`config.mk`:
```
export PLATFORM = sky130hd
export DESIGN_NAME = iss_cell
export DESIGN_NICKNAME = d
export VERILOG_FILES = /design/src/iss_pkg.sv /design/src/iss_cell.sv
export SDC_FILE = /design/constraint.sdc
export NUM_CORES = 1
export LEC_CHECK = 0
export ABC_AREA = 1
export BUFFER_PORTS_ARGS = -buffer_cell sky130_fd_sc_hd__buf_2
export CORE_UTILIZATION = 45
export CTS_CLUSTER_SIZE = 10
export DETAILED_ROUTE_END_ITERATION = 10
export PLACE_DENSITY = 0.87
export SLEW_MARGIN = 0
export SYNTH_ARGS = -nofsm -noshare
export SYNTH_HDL_FRONTEND = slang
export SYNTH_SLANG_ARGS = --single-unit
```
`constraint.sdc`:
```
create_clock -name clk -period 8 [get_ports clk]
set_clock_uncertainty 0.2 [all_clocks]
set_input_delay 0.8 -clock clk [delete_from_list [all_inputs] [get_ports clk]]
set_output_delay 0.8 -clock clk [all_outputs]
set_load 0.02 [all_outputs]
```
`src/iss_pkg.sv`:
```
`timescale 1ns / 1ps
`default_nettype none
// ----------------------------------------------------------------------------
// Indexed sequence store package
// Shared constants, operation codes and types of the sequence store.
// ----------------------------------------------------------------------------
package iss_pkg;

  localparam int unsigned DEPTH_DEF = 64;
  localparam int unsigned DATA_W    = 32;
  localparam int unsigned FUNC_W    = 4;
  localparam int unsigned INDEX_W   = 8;
  localparam int unsigned STATUS_W  = 2;

  localparam logic signed [DATA_W-1:0] INT_MAX = 32'sh7FFF_FFFF;
  localparam logic signed [DATA_W-1:0] INT_MIN = 32'sh8000_0000;

  typedef enum logic [FUNC_W-1:0] {
    FN_APPEND   = 4'd0,
    FN_INSERT   = 4'd1,
    FN_REMOVE   = 4'd2,
    FN_POP      = 4'd3,
    FN_RM_FIRST = 4'd4,
    FN_RM_LAST  = 4'd5,
    FN_RM_ALL   = 4'd6,
    FN_REVERSE  = 4'd7,
    FN_MIN      = 4'd8,
    FN_MAX      = 4'd9,
    FN_CLEAR    = 4'd10
  } func_t;

  typedef enum logic [STATUS_W-1:0] {
    ST_OK       = 2'd0,
    ST_EMPTY    = 2'd1,
    ST_FULL     = 2'd2,
    ST_NOTFOUND = 2'd3
  } status_t;

  // Per-cycle command that every cell receives from the controller.
  typedef enum logic [2:0] {
    CC_HOLD,
    CC_SHIFT_UP,
    CC_SHIFT_DOWN,
    CC_ROTATE,
    CC_COMPACT
  } cell_op_t;

  typedef struct packed {
    cell_op_t               op;
    logic signed [DATA_W-1:0] value;
  } cell_ctl_t;

  typedef enum logic [2:0] {
    S_IDLE,
    S_RUN,
    S_DONE
  } state_t;

endpackage : iss_pkg
`default_nettype wire

```
`src/iss_cell.sv`:
```
`timescale 1ns / 1ps
`default_nettype none
// ----------------------------------------------------------------------------
// Sequence store cell
// Holds one entry and takes part in the chain moves.
// ----------------------------------------------------------------------------
module iss_cell
  import iss_pkg::*;
(
  input  wire logic                     clk,
  input  wire cell_ctl_t                ctl,
  input  wire logic                     sel,
  input  wire logic                     ins_here,
  input  wire logic signed [DATA_W-1:0] from_lo,
  input  wire logic signed [DATA_W-1:0] from_hi,
  input  wire logic signed [DATA_W-1:0] comp_in,
  output logic signed [DATA_W-1:0]      data
);

  logic signed [DATA_W-1:0] data_r;
  logic signed [DATA_W-1:0] data_nxt;

  always_comb begin
    data_nxt = data_r;
    if (sel) begin
      unique case (ctl.op)
        CC_SHIFT_UP:   data_nxt = ins_here ? ctl.value : from_lo;
        CC_SHIFT_DOWN: data_nxt = from_hi;
        CC_ROTATE:     data_nxt = from_hi;
        CC_COMPACT:    data_nxt = comp_in;
        default:       data_nxt = data_r;
      endcase
    end
  end

  always_ff @(posedge clk) begin
    data_r <= data_nxt;
  end

  assign data = data_r;

endmodule : iss_cell
`default_nettype wire

```
# After elaboration in Yosys (flattened, before gate mapping)
# Cells that the tools add are included.
# word_totals
register_bits,32
inputBits,134
out_inout_bits,32
wordCells,10
# op_classes
eq_ne,4
n_mux,2
reduce_logical,3
# op_table
op,count
32-bit one-hot mux with 3 select lines,1
32-bit 2-to-1 mux,1
3-bit by 2-bit == test with 1-bit output (second input constant),2
3-bit by 1-bit == test with 1-bit output (second input constant),1
3-bit == test (second input constant),1
3-bit nonzero test,1
2-bit AND reduction,1
2-bit OR reduction,1

# Logic depth before layout (Yosys ltp)
# depth
word_depth,4
depth_mapped,7
ltp_nobuf,6

# Worst setup path after synthesis
# Ideal clock, no wire load.
# synth_timing
path_kind,input to register
from,input port ctl[34] in the netlist's numbering
to,register data_r[0] (netlist: data[0]) (enable)
arrival_time_ns,3.456
required_ns,7.329
path_slack_ns,3.873
stages,3
path_cell_list,buf_4 o21bai_1 a21boi_0
# synth_between
elab_chain_cells,4
word_cells_on_any_way,7
# synth_lines
item,line_no,rtl
start: declaration,iss_cell.sv:11,"input wire cell_ctl_t ctl,"
3-bit by 2-bit == test with 1-bit output,iss_cell.sv:26,unique case (ctl.op)
2-bit OR reduction (no line),--,
3-bit nonzero test (no line) *,--,
2-bit AND reduction (no line) *,--,
end signal: assignment,iss_cell.sv:37,data_r <= data_nxt;
end: declaration,iss_cell.sv:20,logic signed [DATA_W-1:0] data_r;
# Mark *: on every way between the ends. The rest lies on a longest branch, timed or not.
# A chain may end at the register's enable or synchronous reset.

# Worst setup path in the final report
# layout_timing
from,input port ctl[32] in the netlist's numbering
to,register data_r[10] (netlist: data[10]) (enable)
# The elaborated chain is that of the path after synthesis.

==> qor.csv <==
stage;metric;value;unit
outcome;status;finished, final reports clean;
clock_tree;Root Driver;clkbuf_8;
floorplanning;core area;5107;µm²
sta;fin crit share;42.56;%
sta;final hold vios;0;
critical_path;Worst EP arrival;3100;ps
finish;Largest register FFs;32;
sta;setup_tns;0;ps
global_routing;pin count of the biggest net entering global routing;36;
global_routing;initial antenna violation count;0;
clock_tree;Clock Path Buffers;2;
placement;IO Port Bufs;165;
pwr;Peak VDD IR;0.00007833;V
placement;Placed Cells;563;
synth;post-synthesis sequential area ratio;40.40;%
floorplanning;Ports;166;
finish;Sequential Area;960.9;µm²
floorplanning;Starting Density;46.57;%
synth;Netlist cell types;15;
drt;WL/cell;11.34;µm
drt;DRT Wirelength;6439;µm
synth;synth warn;0;
finish;share of cells above drive strength 1;36.14;%
pwr;Power Density;139.1;nW/µm²
finish;Inserted Diodes;0;
synth;post-synthesis cell count;351;
synth;Mapped Avg Cell Area;6.776;µm²
critical_path;type of the worst setup path;in2reg;
synth;Synth Net Count;485;
drt;First-pass DRT Iterations;4;
global_routing;vias in the first global route;2384;
finish;Area Growth Syn to Fin;34.51;%
clock_tree;total CTS buffers;5;
critical_path;endpoint class of the critical path;flop;
sta;Worst Tran Pin Value;1037;ps
placement;post-detail-place hpwl;4638;µm
clock_tree;H-tree levels;2;
floorplanning;FP Rows;26;
sta;RSZ-0062 raised after global routing;no;
drt;# DRC;0;
placement;Area after DPL;3131;µm²
placement;Placer Congestion;0.7960;
clock_tree;clock sinks;32;
sta;final setup violation count;0;
synth;Cell Area, Synth;2379;µm²
critical_path;CP startpoint kind;primary input;
floorplanning;die area;5580;µm²
synth;Synth area leaders;edfxtp_1 (40%), nand2_1 (30%), nand3_1 (13%);
sta;fmax;0.2937;GHz
critical_path;Critical Path RT;7690;ps
finish;# fillers;461;
finish;commonest cells after routing, fill and taps aside;nand2_1 (192), buf_2 (165), nand3_1 (60), inv_1 (33), edfxtp_1 (32);
clock_tree;number of instances resized during post-cts repair;0;
finish;Multi-input gate area;1125;µm²
sta;Final min period;3405;ps
drt;DR vias;2669;
finish;final net count;634;
finish;most common cell after layout, fill and taps aside;nand2_1;
sta;fin. max-slew vios;0;
clock_tree;cts hold-fix bufs;0;
floorplanning;Die X;74.70;µm
finish;design area;3199;µm²
synth;flops & latches, synth;32;
drt;drt initial violations;116;
synth;leading area contributor after synthesis;edfxtp_1;
pwr;leak pwr;0.001854;µW
sta;Slew HR;30.79;%
clock_tree;CTS tree;done;
drt;antenna viol nets, final;0;
drt;Vias/cell;4.699;
global_routing;Tot GR Track Use;23.84;%
run;max cap viols;0;
global_routing;first-pass GRT wire length;10030;µm
finish;final cell count without fillers;568;
clock_tree;clock slew at reported path FFs;60;ps
clock_tree;setup bufs post-CTS;0;
floorplanning;Die Span Y;74.70;µm
critical_path;crit path max fanout;33;
min_path;Hold Crit Class;in2reg;
global_routing;gr ovfl total;0;
synth;Yosys top cell area share;40.40;%
pwr;power consumption;444.9;µW
-- critical path: stages --
cell	delay, ps
buf_2	120
nor2_4	570
nand2_2	610
a21boi_4	970
-- final timing paths --
path              depth (start not counted)        from  endpoint
setup / recovery                          4     ctl[32]  data[10]
hold / removal                            5  from_hi[0]   data[0]
-- metal layers --
| layer | GRT usage, % | share of wire (%) | vias up |
|---|---|---|---|
| met4 | 9.853 | 1.7 | 0 |
| met5 | 0 | 0 | - |
| met1 | 24.77 | 39 | 1156 |
| li1 | - | - | 1391 |
| met2 | 45.15 | 52 | 112 |
| met3 | 6.292 | 7.1 | 10 |
-- area by class of cell --
| type | instances | area share, % |
|---|---|---|
| inverters | 35 | 4.106 |
| clock buffers | 5 | 2.151 |
| well taps | 70 | 2.738 |
| multi-input cells | 261 | 35.16 |
| flip-flops and latches | 32 | 30.04 |
| repair buffers | 165 | 25.81 |
-- cell usage after synthesis --
| cell type | number |
|---|---|
| nand2_2 | 1 |
| nand3_1 | 60 |
| nor2_4 | 1 |
| inv_1 | 33 |
| a21boi_0 | 1 |
| nand2_1 | 192 |
| nor2_8 | 1 |
| inv_2 | 2 |
| buf_2 | 12 |
| edfxtp_1 | 32 |
| buf_6 | 3 |
| clkbuf_8 | 3 |
| buf_4 | 5 |
| nand3_2 | 4 |
| o21bai_1 | 1 |
-- cells by family after synthesis --
group / count (synthesis) / synth area share [%]
simple gates: 259 / 46.19
buf+inv: 58 / 12.78
flops: 32 / 40.40
compound gates: 2 / 0.6315
-- where the power goes --
group	internal (µW)	leakage [µW]	total, µW	switching, µW
registers	205	0.000291	209	3.49
logic	52.3	0.00153	131	78.8
clock network	55.9	0.0000359	105	49.5
-- through the flow --
stage	setup WS, ps	util [%]	hold slack (ps)
final	4595	62.64	671.7
after global routing	4323	62.64	669.8
after CTS	4569	62.64	659.4
after detailed placement	4283	61.29	949.0
after global placement	4367	61.29	945.4
after floorplan	3873	-	854.5
No activity file was read; power rests on OpenSTA's default activity.
