## src/iss_pkg.sv

```systemverilog
`timescale 1ns / 1ps
`default_nettype none
// ----------------------------------------------------------------------------
// Indexed sequence store package
// Shared constants, operation codes and types of the sequence store.
// ----------------------------------------------------------------------------
package iss_pkg;

  localparam int unsigned DEPTH_DEF = 64;
  localparam int unsigned DATA_W    = 32;
  localparam int unsigned FUNC_W    = 4;
  localparam int unsigned INDEX_W   = 8;
  localparam int unsigned STATUS_W  = 2;

  localparam logic signed [DATA_W-1:0] INT_MAX = 32'sh7FFF_FFFF;
  localparam logic signed [DATA_W-1:0] INT_MIN = 32'sh8000_0000;

  typedef enum logic [FUNC_W-1:0] {
    FN_APPEND   = 4'd0,
    FN_INSERT   = 4'd1,
    FN_REMOVE   = 4'd2,
    FN_POP      = 4'd3,
    FN_RM_FIRST = 4'd4,
    FN_RM_LAST  = 4'd5,
    FN_RM_ALL   = 4'd6,
    FN_REVERSE  = 4'd7,
    FN_MIN      = 4'd8,
    FN_MAX      = 4'd9,
    FN_CLEAR    = 4'd10
  } func_t;

  typedef enum logic [STATUS_W-1:0] {
    ST_OK       = 2'd0,
    ST_EMPTY    = 2'd1,
    ST_FULL     = 2'd2,
    ST_NOTFOUND = 2'd3
  } status_t;

  // Per-cycle command that every cell receives from the controller.
  typedef enum logic [2:0] {
    CC_HOLD,
    CC_SHIFT_UP,
    CC_SHIFT_DOWN,
    CC_ROTATE,
    CC_COMPACT
  } cell_op_t;

  typedef struct packed {
    cell_op_t               op;
    logic signed [DATA_W-1:0] value;
  } cell_ctl_t;

  typedef enum logic [2:0] {
    S_IDLE,
    S_RUN,
    S_DONE
  } state_t;

endpackage : iss_pkg
`default_nettype wire

```

## src/iss_ctrl.sv

```systemverilog
`timescale 1ns / 1ps
`default_nettype none
// ----------------------------------------------------------------------------
// Sequence store controller
// Sequences each operation over the chain one step per cycle.
// ----------------------------------------------------------------------------
module iss_ctrl
  import iss_pkg::*;
#(
  parameter int unsigned DEPTH = DEPTH_DEF,
  parameter int unsigned CNT_W = $clog2(DEPTH + 1),
  parameter int unsigned POS_W = $clog2(DEPTH)
)
(
  input  wire logic                     clk,
  input  wire logic                     rst_n,
  input  wire logic                     start,
  input  wire logic [FUNC_W-1:0]        in_func,
  input  wire logic signed [DATA_W-1:0] in_value,
  input  wire logic signed [INDEX_W-1:0] in_index,
  input  wire logic signed [DATA_W-1:0] head_data,
  output cell_ctl_t                     ctl,
  output logic [POS_W-1:0]              lo_pos,
  output logic [CNT_W-1:0]              hi_pos,
  output logic                          busy,
  output logic                          out_valid,
  output logic signed [DATA_W-1:0]      out_result,
  output logic [STATUS_W-1:0]           out_status,
  output logic [6:0]                    out_count
);

  localparam int unsigned IW = ((CNT_W > INDEX_W) ? CNT_W : INDEX_W) + 2;

  state_t                   state_r, state_nxt;
  func_t                    func_r, func_nxt;
  logic signed [DATA_W-1:0] val_r, val_nxt;
  logic [CNT_W-1:0]         len_r, len_nxt;
  logic [CNT_W-1:0]         step_r, step_nxt;
  logic [CNT_W-1:0]         keep_r, keep_nxt;
  logic [POS_W-1:0]         lo_r, lo_nxt;
  logic [CNT_W-1:0]         hi_r, hi_nxt;
  logic signed [DATA_W-1:0] res_r, res_nxt;
  status_t                  st_r, st_nxt;
  logic                     found_r, found_nxt;
  logic                     ov_r, ov_nxt;
  cell_op_t                 op_c;
  logic signed [IW-1:0]     idx_s, n_s, p_s;
  logic                     match;

  assign match = (head_data == val_r);

  always_comb begin
    state_nxt = state_r;
    func_nxt  = func_r;
    val_nxt   = val_r;
    len_nxt   = len_r;
    step_nxt  = step_r;
    keep_nxt  = keep_r;
    lo_nxt    = lo_r;
    hi_nxt    = hi_r;
    res_nxt   = res_r;
    st_nxt    = st_r;
    found_nxt = found_r;
    ov_nxt    = 1'b0;
    op_c      = CC_HOLD;
    idx_s     = IW'(in_index);
    n_s       = IW'({1'b0, len_r});
    p_s       = '0;
    unique case (state_r)
      S_IDLE: begin
        if (start && !ov_r) begin
          func_nxt  = func_t'(in_func);
          val_nxt   = in_value;
          res_nxt   = '0;
          st_nxt    = ST_OK;
          found_nxt = 1'b0;
          step_nxt  = '0;
          keep_nxt  = '0;
          lo_nxt    = '0;
          hi_nxt    = len_r;
          state_nxt = S_DONE;
          unique case (in_func)
            FN_APPEND, FN_INSERT: begin
              if (len_r == CNT_W'(DEPTH)) begin
                st_nxt = ST_FULL;
              end else begin
                p_s = n_s;
                if (in_func == FN_INSERT) begin
                  p_s = (idx_s < 0) ? idx_s + n_s + IW'(1) : idx_s;
                  if (p_s < 0) p_s = '0;
                  if (p_s > n_s) p_s = n_s;
                end
                lo_nxt    = POS_W'(p_s[CNT_W-1:0]);
                hi_nxt    = len_r;
                state_nxt = S_RUN;
              end
            end
            FN_REMOVE, FN_POP: begin
              if (len_r == '0) begin
                st_nxt = ST_EMPTY;
              end else begin
                p_s = (idx_s < 0) ? idx_s + n_s : idx_s;
                if (p_s < 0) p_s = '0;
                if (p_s > n_s - IW'(1)) p_s = n_s - IW'(1);
                // Pop rotates its entry to the head and drops it there.
                lo_nxt    = (in_func == FN_POP) ? '0 : POS_W'(p_s[CNT_W-1:0]);
                step_nxt  = CNT_W'(p_s[CNT_W-1:0]);
                keep_nxt  = CNT_W'(p_s[CNT_W-1:0]);
                state_nxt = S_RUN;
              end
            end
            FN_RM_FIRST, FN_RM_LAST, FN_RM_ALL, FN_MIN, FN_MAX: begin
              if (len_r == '0) begin
                st_nxt = ST_EMPTY;
                if (in_func == FN_MIN) res_nxt = INT_MAX;
                if (in_func == FN_MAX) res_nxt = INT_MIN;
              end else begin
                res_nxt   = (in_func == FN_MIN) ? INT_MAX :
                            (in_func == FN_MAX) ? INT_MIN : '0;
                state_nxt = S_RUN;
              end
            end
            FN_REVERSE: begin
              if (len_r > CNT_W'(1)) state_nxt = S_RUN;
            end
            FN_CLEAR: len_nxt = '0;
            default: ;
          endcase
        end
      end
      S_RUN: begin
        // Each search walk rotates the live entries once; cell 0 is inspected.
        unique case (func_r)
          FN_APPEND, FN_INSERT: begin
            op_c      = CC_SHIFT_UP;
            len_nxt   = len_r + CNT_W'(1);
            state_nxt = S_DONE;
          end
          FN_REMOVE, FN_POP: begin
            if (func_r == FN_POP) begin
              if (found_r) begin
                if (step_r == '0) begin
                  state_nxt = S_DONE;
                end else begin
                  op_c     = CC_ROTATE;
                  step_nxt = step_r - CNT_W'(1);
                end
              end else if (step_r == '0) begin
                res_nxt   = head_data;
                op_c      = CC_SHIFT_DOWN;
                len_nxt   = len_r - CNT_W'(1);
                step_nxt  = len_r - CNT_W'(1) - keep_r;
                found_nxt = 1'b1;
              end else begin
                op_c     = CC_ROTATE;
                step_nxt = step_r - CNT_W'(1);
              end
            end else begin
              op_c      = CC_SHIFT_DOWN;
              len_nxt   = len_r - CNT_W'(1);
              state_nxt = S_DONE;
            end
          end
          FN_RM_FIRST, FN_RM_LAST, FN_RM_ALL, FN_MIN, FN_MAX: begin
            op_c     = CC_COMPACT;
            step_nxt = step_r + CNT_W'(1);
            keep_nxt = keep_r + CNT_W'(1);
            if (func_r == FN_MIN && head_data < res_r) res_nxt = head_data;
            if (func_r == FN_MAX && head_data > res_r) res_nxt = head_data;
            if (func_r == FN_RM_FIRST && match && !found_r) begin
              found_nxt = 1'b1;
              keep_nxt  = keep_r;
              op_c      = CC_SHIFT_DOWN;
              len_nxt   = len_r - CNT_W'(1);
            end
            if (func_r == FN_RM_ALL && match) begin
              found_nxt = 1'b1;
              keep_nxt  = keep_r;
              op_c      = CC_SHIFT_DOWN;
              len_nxt   = len_r - CNT_W'(1);
            end
            if (func_r == FN_RM_LAST && match) begin
              found_nxt = 1'b1;
              hi_nxt    = step_r;
            end
            if (keep_r + CNT_W'(1) == len_r) begin
              len_nxt   = keep_nxt;
              state_nxt = S_DONE;
              if (func_r == FN_RM_LAST) begin
                len_nxt = len_r;
                if (found_nxt) begin
                  lo_nxt    = POS_W'(hi_nxt);
                  step_nxt  = '0;
                  state_nxt = S_RUN;
                  func_nxt  = FN_REMOVE;
                end
              end
              if ((func_r == FN_RM_FIRST || func_r == FN_RM_LAST ||
                   func_r == FN_RM_ALL) && !found_nxt) begin
                st_nxt = ST_NOTFOUND;
              end
            end
          end
          FN_REVERSE: begin
            // Rotating a window that shrinks by one each cycle reverses it.
            op_c   = CC_ROTATE;
            hi_nxt = hi_r - CNT_W'(1);
            if (hi_r == CNT_W'(2)) state_nxt = S_DONE;
          end
          default: state_nxt = S_DONE;
        endcase
      end
      S_DONE: begin
        ov_nxt    = 1'b1;
        state_nxt = S_IDLE;
      end
      default: state_nxt = S_IDLE;
    endcase
  end

  always_ff @(posedge clk) begin
    if (!rst_n) begin
      state_r <= S_IDLE;
      len_r   <= '0;
      ov_r    <= 1'b0;
    end else begin
      state_r <= state_nxt;
      len_r   <= len_nxt;
      ov_r    <= ov_nxt;
    end
    func_r  <= func_nxt;
    val_r   <= val_nxt;
    step_r  <= step_nxt;
    keep_r  <= keep_nxt;
    lo_r    <= lo_nxt;
    hi_r    <= hi_nxt;
    res_r   <= res_nxt;
    st_r    <= st_nxt;
    found_r <= found_nxt;
  end

  assign ctl.op    = op_c;
  assign ctl.value = val_r;
  assign lo_pos    = lo_r;
  assign hi_pos    = (func_r == FN_REVERSE) ? hi_r : len_r;
  assign busy      = (state_r != S_IDLE) || ov_r;
  assign out_valid = ov_r;
  assign out_result = res_r;
  assign out_status = st_r;
  assign out_count  = 7'(len_r);

  a_len_bound: assert property (@(posedge clk) disable iff (!rst_n)
    len_r <= CNT_W'(DEPTH)) else $error("length beyond depth");
  a_strobe_one: assert property (@(posedge clk) disable iff (!rst_n)
    ov_r |=> !ov_r) else $error("result strobe longer than a cycle");
  a_full_keep: assert property (@(posedge clk) disable iff (!rst_n)
    (ov_r && st_r == ST_FULL) |-> len_r == CNT_W'(DEPTH))
    else $error("full status with room left");

endmodule : iss_ctrl
`default_nettype wire

```

## config.mk

```make
export PLATFORM = sky130hd
export DESIGN_NAME = iss_ctrl
export DESIGN_NICKNAME = d
export VERILOG_FILES = /design/src/iss_pkg.sv /design/src/iss_ctrl.sv
export SDC_FILE = /design/constraint.sdc
export NUM_CORES = 1
export LEC_CHECK = 0
export ABC_AREA = 1
export BUFFER_PORTS_ARGS = -buffer_cell sky130_fd_sc_hd__buf_2
export CAP_MARGIN = 30
export CORE_UTILIZATION = 60
export CTS_CLUSTER_DIAMETER = 50
export DETAILED_ROUTE_END_ITERATION = 10
export GPL_TIMING_DRIVEN = 0
export HOLD_SLACK_MARGIN = 0.06
export PLACE_DENSITY = 0.86
export SETUP_SLACK_MARGIN = 0.02
export SLEW_MARGIN = 20
export SYNTH_ARGS = -nofsm -noshare
export SYNTH_HDL_FRONTEND = slang
export SYNTH_SLANG_ARGS = --single-unit
```

## constraint.sdc

```tcl
create_clock -name clk -period 6.94 [get_ports clk]
set_clock_uncertainty 0.05 [all_clocks]
set_input_delay 1.388 -clock clk [delete_from_list [all_inputs] [get_ports clk]]
set_output_delay 1.388 -clock clk [all_outputs]
set_load 0.01 [all_outputs]
```

After elaboration in Yosys (flattened, before gate mapping)
Cells that the tools add are included.
{"block": "totals", "ff_bits": 109}
{"block": "classes", "addsub": 10, "n_lt_le_gt_ge": 8, "n_eq_ne": 48, "n_mux": 120, "n_reduce_logical": 39}
{"operator": "$mux 32", "count": 11}
{"operator": "$mux 7", "count": 26}
{"operator": "$mux 10", "count": 13}
{"operator": "$pmux 32 s2", "count": 2}
{"operator": "$pmux 7 s2", "count": 6}
{"operator": "$mux 6", "count": 10}
{"operator": "$mux 3", "count": 11}
{"operator": "$eq 32x32->1", "count": 1}
{"operator": "$eq 4x3->1 const B", "count": 8}
{"operator": "$gt 32x32->1", "count": 1}
{"operator": "$lt 32x32->1", "count": 1}
{"operator": "$mux 31", "count": 1}
{"operator": "$ne 4x4->1 const B", "count": 6}
{"operator": "$pmux 6 s2", "count": 2}
{"operator": "$mux 2", "count": 11}
{"operator": "$add 7x1->7 const B", "count": 3}
{"operator": "$pmux 7 s3", "count": 1}
{"operator": "$sub 7x1->7 const B", "count": 3}
{"operator": "$eq 4x4->1 const B", "count": 5}
{"operator": "$gt 10x8->1", "count": 2}
{"operator": "$lt 10x1->1 const B", "count": 2}
{"operator": "$mux 4", "count": 5}
{"operator": "$ne 3x3->1 const B", "count": 6}
{"operator": "$eq 4x2->1 const B", "count": 4}
{"operator": "44 further kinds", "count": 84}

Logic depth before layout (Yosys ltp)
{"block": "depth", "word_depth": 17, "ltp_mapped": 28}

Worst setup path before layout
No wires, ideal clock.
{"block": "synth_timing", "kind": "input to register", "from": "input in_index[0]", "to": "register lo_r[0] (netlist: lo_pos[0]) (data pin)", "setup_time_ps": 133, "arrival_ps": 4446, "path_slack_ps": 2311, "stages": 26, "n_path_buf": 0, "cell_sequence": "ha_1 inv_1 fa_1 inv_1 nand2_1 nand3_1 nand2_1 inv_1 o21ai_0 ha_1 a211oi_1 ha_1 a21oi_1 nor2_1 a211oi_1 o21a_1 o21ai_0 nand2_1 nand2_1 inv_1 o21ai_0 a21oi_1 nand2_1 nand2_1 nand2_1 nand2_1"}
{"block": "synth_between", "elab_chain_cells": 17, "elab_cells_between_ends": 29}
{"item": "start: declaration", "line": "iss_ctrl.sv:20", "source": "input wire logic signed [INDEX_W-1:0] in_index,"}
{"item": "$add 8x8->9", "line": "iss_ctrl.sv:89, iss_ctrl.sv:102"}
{"item": "$add 10x2->10", "line": "iss_ctrl.sv:89", "source": "p_s = (idx_s < 0) ? idx_s + n_s + IW'(1) : idx_s;"}
{"item": "$mux 10", "line": "iss_ctrl.sv:89"}
{"item": "$lt 10x1->1", "line": "iss_ctrl.sv:90", "source": "if (p_s < 0) p_s = '0;"}
{"item": "$mux 10", "line": "iss_ctrl.sv:90"}
{"item": "$mux 10", "line": "iss_ctrl.sv:88", "source": "if (in_func == FN_INSERT) begin"}
{"item": "$mux 10", "line": "iss_ctrl.sv:84", "source": "if (len_r == CNT_W'(DEPTH)) begin"}
{"item": "$mux 10", "line": "iss_ctrl.sv:82", "source": "unique case (in_func)"}
{"item": "[... 2 more ...]"}
{"item": "$gt 10x8->1", "line": "iss_ctrl.sv:91", "source": "if (p_s > n_s) p_s = n_s;"}
{"item": "$mux 6", "line": "iss_ctrl.sv:91"}
{"item": "$mux 6", "line": "iss_ctrl.sv:88"}
{"item": "$mux 6", "line": "iss_ctrl.sv:84"}
{"item": "$pmux 6 s2 (*)", "line": "iss_ctrl.sv:82"}
{"item": "$mux 6 (*)", "line": "iss_ctrl.sv:71", "source": "if (start && !ov_r) begin"}
{"item": "$pmux 6 s2 (*)", "line": "iss_ctrl.sv:69", "source": "unique case (state_r)"}
{"item": "via lo_nxt[0]", "line": "iss_ctrl.sv:40", "source": "logic [POS_W-1:0] lo_r, lo_nxt;"}
{"item": "end signal: assignment", "line": "iss_ctrl.sv:235", "source": "lo_r <= lo_nxt;"}
{"item": "end: declaration", "line": "iss_ctrl.sv:40"}
Mark *: on every way through the listed nets, which the timed path passes. The rest lies on a longest branch. The select of a mux whose other input is x is not followed.
A chain may end at the register's enable or synchronous reset.

==> impl_metrics.json <==
{
  "whs_path_depth": 1,
  "grt_pass1_vias": 8454,
  "seq_area_um2": 3140,
  "cts_made_buffers": 9,
  "multi_input_area_um2": 4730,
  "synth-adder-area-share_pct": 10.5,
  "path_clk_slew_ns": 0.08,
  "syn_nets": 1315,
  "slew-limit-headroom_pct": 43.2,
  "rsz0062_at_grt": "no",
  "synthSimpleGateAreaFrac_pct": 27.8,
  "fmax_mhz": 197,
  "fin_tns_setup_ns": 0,
  "crit_fanout": 10,
  "yosysTopAreaCellShare_pct": 33.9,
  "power_switching_share_pct": 46.0,
  "cp.arrival_ns": 3.63,
  "power.switching_mw": 1.61,
  "grt_max_degree": 33,
  "holdCritStartpoint": "state_r[0]$_SDFFE_PN0P_",
  "holdPathEnd": "out_valid$_SDFF_PN0_",
  "die_w_um": 122,
  "tightest_slew_ns": 0.851,
  "fin_crit_ns": 5.07,
  "io_pins": 170,
  "antenna_left": 0,
  "endpoint_kind": "output pin",
  "port_buffers": 169,
  "dpl_cell_area_um2": 9780,
  "synth_area_leader_cell": "edfxtp_1",
  "final_hold_viol_count": 0,
  "antenna_found_initial": 0,
  "yosys_warnings": 0,
  "yosysUniqueCellTypes": 52,
  "critical_path_class": "input port to output pin",
  "synthTopCellsByArea": "edfxtp_1 (34%), nand2_1 (12%), ha_1 (10%), inv_1 (7.6%), nand3_1 (4.4%)",
  "drive_gt1_share_pct": 18.8,
  "area_delta_synth_final_pct": 16.0,
  "dp_hpwl_um": 23000,
  "cp_data_required_time_ns": 5.50,
  "hold_ws_ns": 0.417,
  "synth_xor_area_share_pct": 3.33,
  "track_usage_pct": 38.5,
  "dieArea_um2": 15000,
  "synth_compound_area_share_pct": 12.6,
  "muxShareOfSynthArea_pct": 0,
  "drtIter0Drc": 914,
  "worstSetupStartpoint": "head_data[7]",
  "vias": 8986,
  "instances_no_fill": 1531,
  "setup_viol_count_final": 0,
  "synthArstFlopShare_pct": 0,
  "diodes": 0,
  "grt_pass1_wl_um": 43400,
  "synth.most_common_cell": "nand2_1",
  "cp-start-kind": "input port",
  "fin_crit_sh_pct": 73.1,
  "gp_congestion": 0.960,
  "seqPwrFrac_pct": 36.0,
  "clock_path_buffers": 2,
  "cts.repair.resized": 0,
  "clock_latency_ns": 0.36,
  "drt-total-wl_um": 28400,
  "ys_ff_latch": 108,
  "r2r_end": "keep_r[6]$_DFFE_PP_",
  "n_fill_cell": 1155,
  "cts_tree": "yes",
  "synth_edf_count": 98,
  "r2r_slack_ns": 2.31,
  "avgSynthCellArea_um2": 7.46,
  "drc_errors": 0,
  "synthCells": 1164,
  "netlist_top_cells_count": "nand2_1 (285), inv_1 (176), edfxtp_1 (98)",
  "p_clk_share_pct": 14.6,
  "peakVddDrop_uv": 207,
  "total_power_mw": 3.50,
  "ctsHoldBuffers": 0,
  "post-route-util_pct": 72.0,
  "ys.flop_type": "edfxtp_1",
  "clock_sinks": 108,
  "postLayoutSetupSlackWorst_ns": 1.87,
  "core_area_um2": 14000,
  "start_util_pct": 62.1,
  "nets": 1497,
  "htreeDepth": 3,
  "power_density_nw_per_um2": 348,
  "fp-row-count": 43,
  "hold_path_class": "register to register",
  "cts_setup_buffers": 0,
  "clock-root-buffer": "clkbuf_16",
  "synth_top_family_by_area": "simple AND/OR/NAND/NOR gates",
  "synth_area_um2": 8690,
  "wire_per_inst_um": 18.5,
  "place_ws_ns": 1.64,
  "combPwrFrac_pct": 49.4,
  "status": "finished, final reports clean",
  "drv_cap": 0,
  "die_h_um": 122,
  "overflow": 0,
  "final_max_slew_viol_count": 0,
  "reg2reg_from": "out_count[0]$_SDFFE_PN0P_",
  "via_per_inst": 5.87,
  "dpl.cell_count": 1514,
  "worst-r2r-cell-count": 21,
  "ys_seq_area_share_pct": 36.2,
  "leakage_nw": 5.04,
  "final_area_um2": 10100,
  "internal-power_mw": 1.89,
  "first_pass_iters": 8
}
layer usage:
layer	global-route usage, %	vias up	routed length (um)
met3	6.46	84	2520
met2	65.8	480	13800
li1	-	4264	-
met5	0	-	0
met4	19.3	0	1120
met1	46.7	4158	10900
flip-flops by register name (all words and copies together) (netlist names):
register / count
hi_r: 7
found_r: 1
out_status: 2
out_valid: 1
state_r: 2
step_r: 7
func_r: 4
keep_r: 7
val_r: 32
lo_pos: 6
out_result: 32
out_count: 7
layout make-up:
class                           instances  area share [%]
Clock inverter                          7           0.571
Inverter                              198            7.38
Multi-Input combinational cell        839            46.9
Tap cell                              180            2.24
Buffer                                 19           0.795
Clock buffer                            9            2.24
Sequential cell                       108            31.2
Timing Repair Buffer                  171            8.65
cells by family (layout without fill, tap and decap cells):
family | after synthesis | count (layout)
buffers and inverters | 217 | 404
adder cells (fa/ha/maj) | 72 | 72
flip-flops | 108 | 108
XOR/XNOR | 33 | 33
AND/OR/NAND/NOR | 540 | 540
AO/OA/AOI/OAI | 194 | 194
power by group through the flow:
stage          Clock, mW  Sequential [mW]  Combinational, mW
2_1_floorplan          0             1.30               1.02
3_3_place_gp           0             1.26               1.62
3_5_place_dp           0             1.27               1.68
4_1_cts            0.511             1.25               1.70
5_1_grt            0.533             1.29               1.91
6_report           0.512             1.26               1.73
placed cells by master (no fill, tap or decap), drive strengths merged, types with 22 or more instances in the layout:
cell and instances:
edfxtp 98, o21ai 83, nand3 84, ha 70, buf 177, inv 196, nand2 296, clkbuf 22
a21oi 66, nand4 22, nor2 85
critical path, cell delays in order:
cell and delay (ns):
buf_2 0.13, xnor2_1 0.38, nand3_1 0.13, nor4_1 0.57, nand3_1 0.37, buf_2 0.31, a41oi_1 0.19, buf_2 0.16
worst max path at each step:
stage	endpoint	cells after the start	slack, ns
6_report	ctl[33]	8	1.87
5_1_grt	keep_r[6]$_DFFE_PP_	22	1.64
4_1_cts	ctl[33]	8	1.92
3_5_place_dp	keep_r[2]$_DFFE_PP_	23	1.64
3_3_place_gp	keep_r[2]$_DFFE_PP_	23	1.62
2_1_floorplan	lo_pos[0]$_DFFE_PP_	26	2.31
Power figures use the tool's default switching activity.
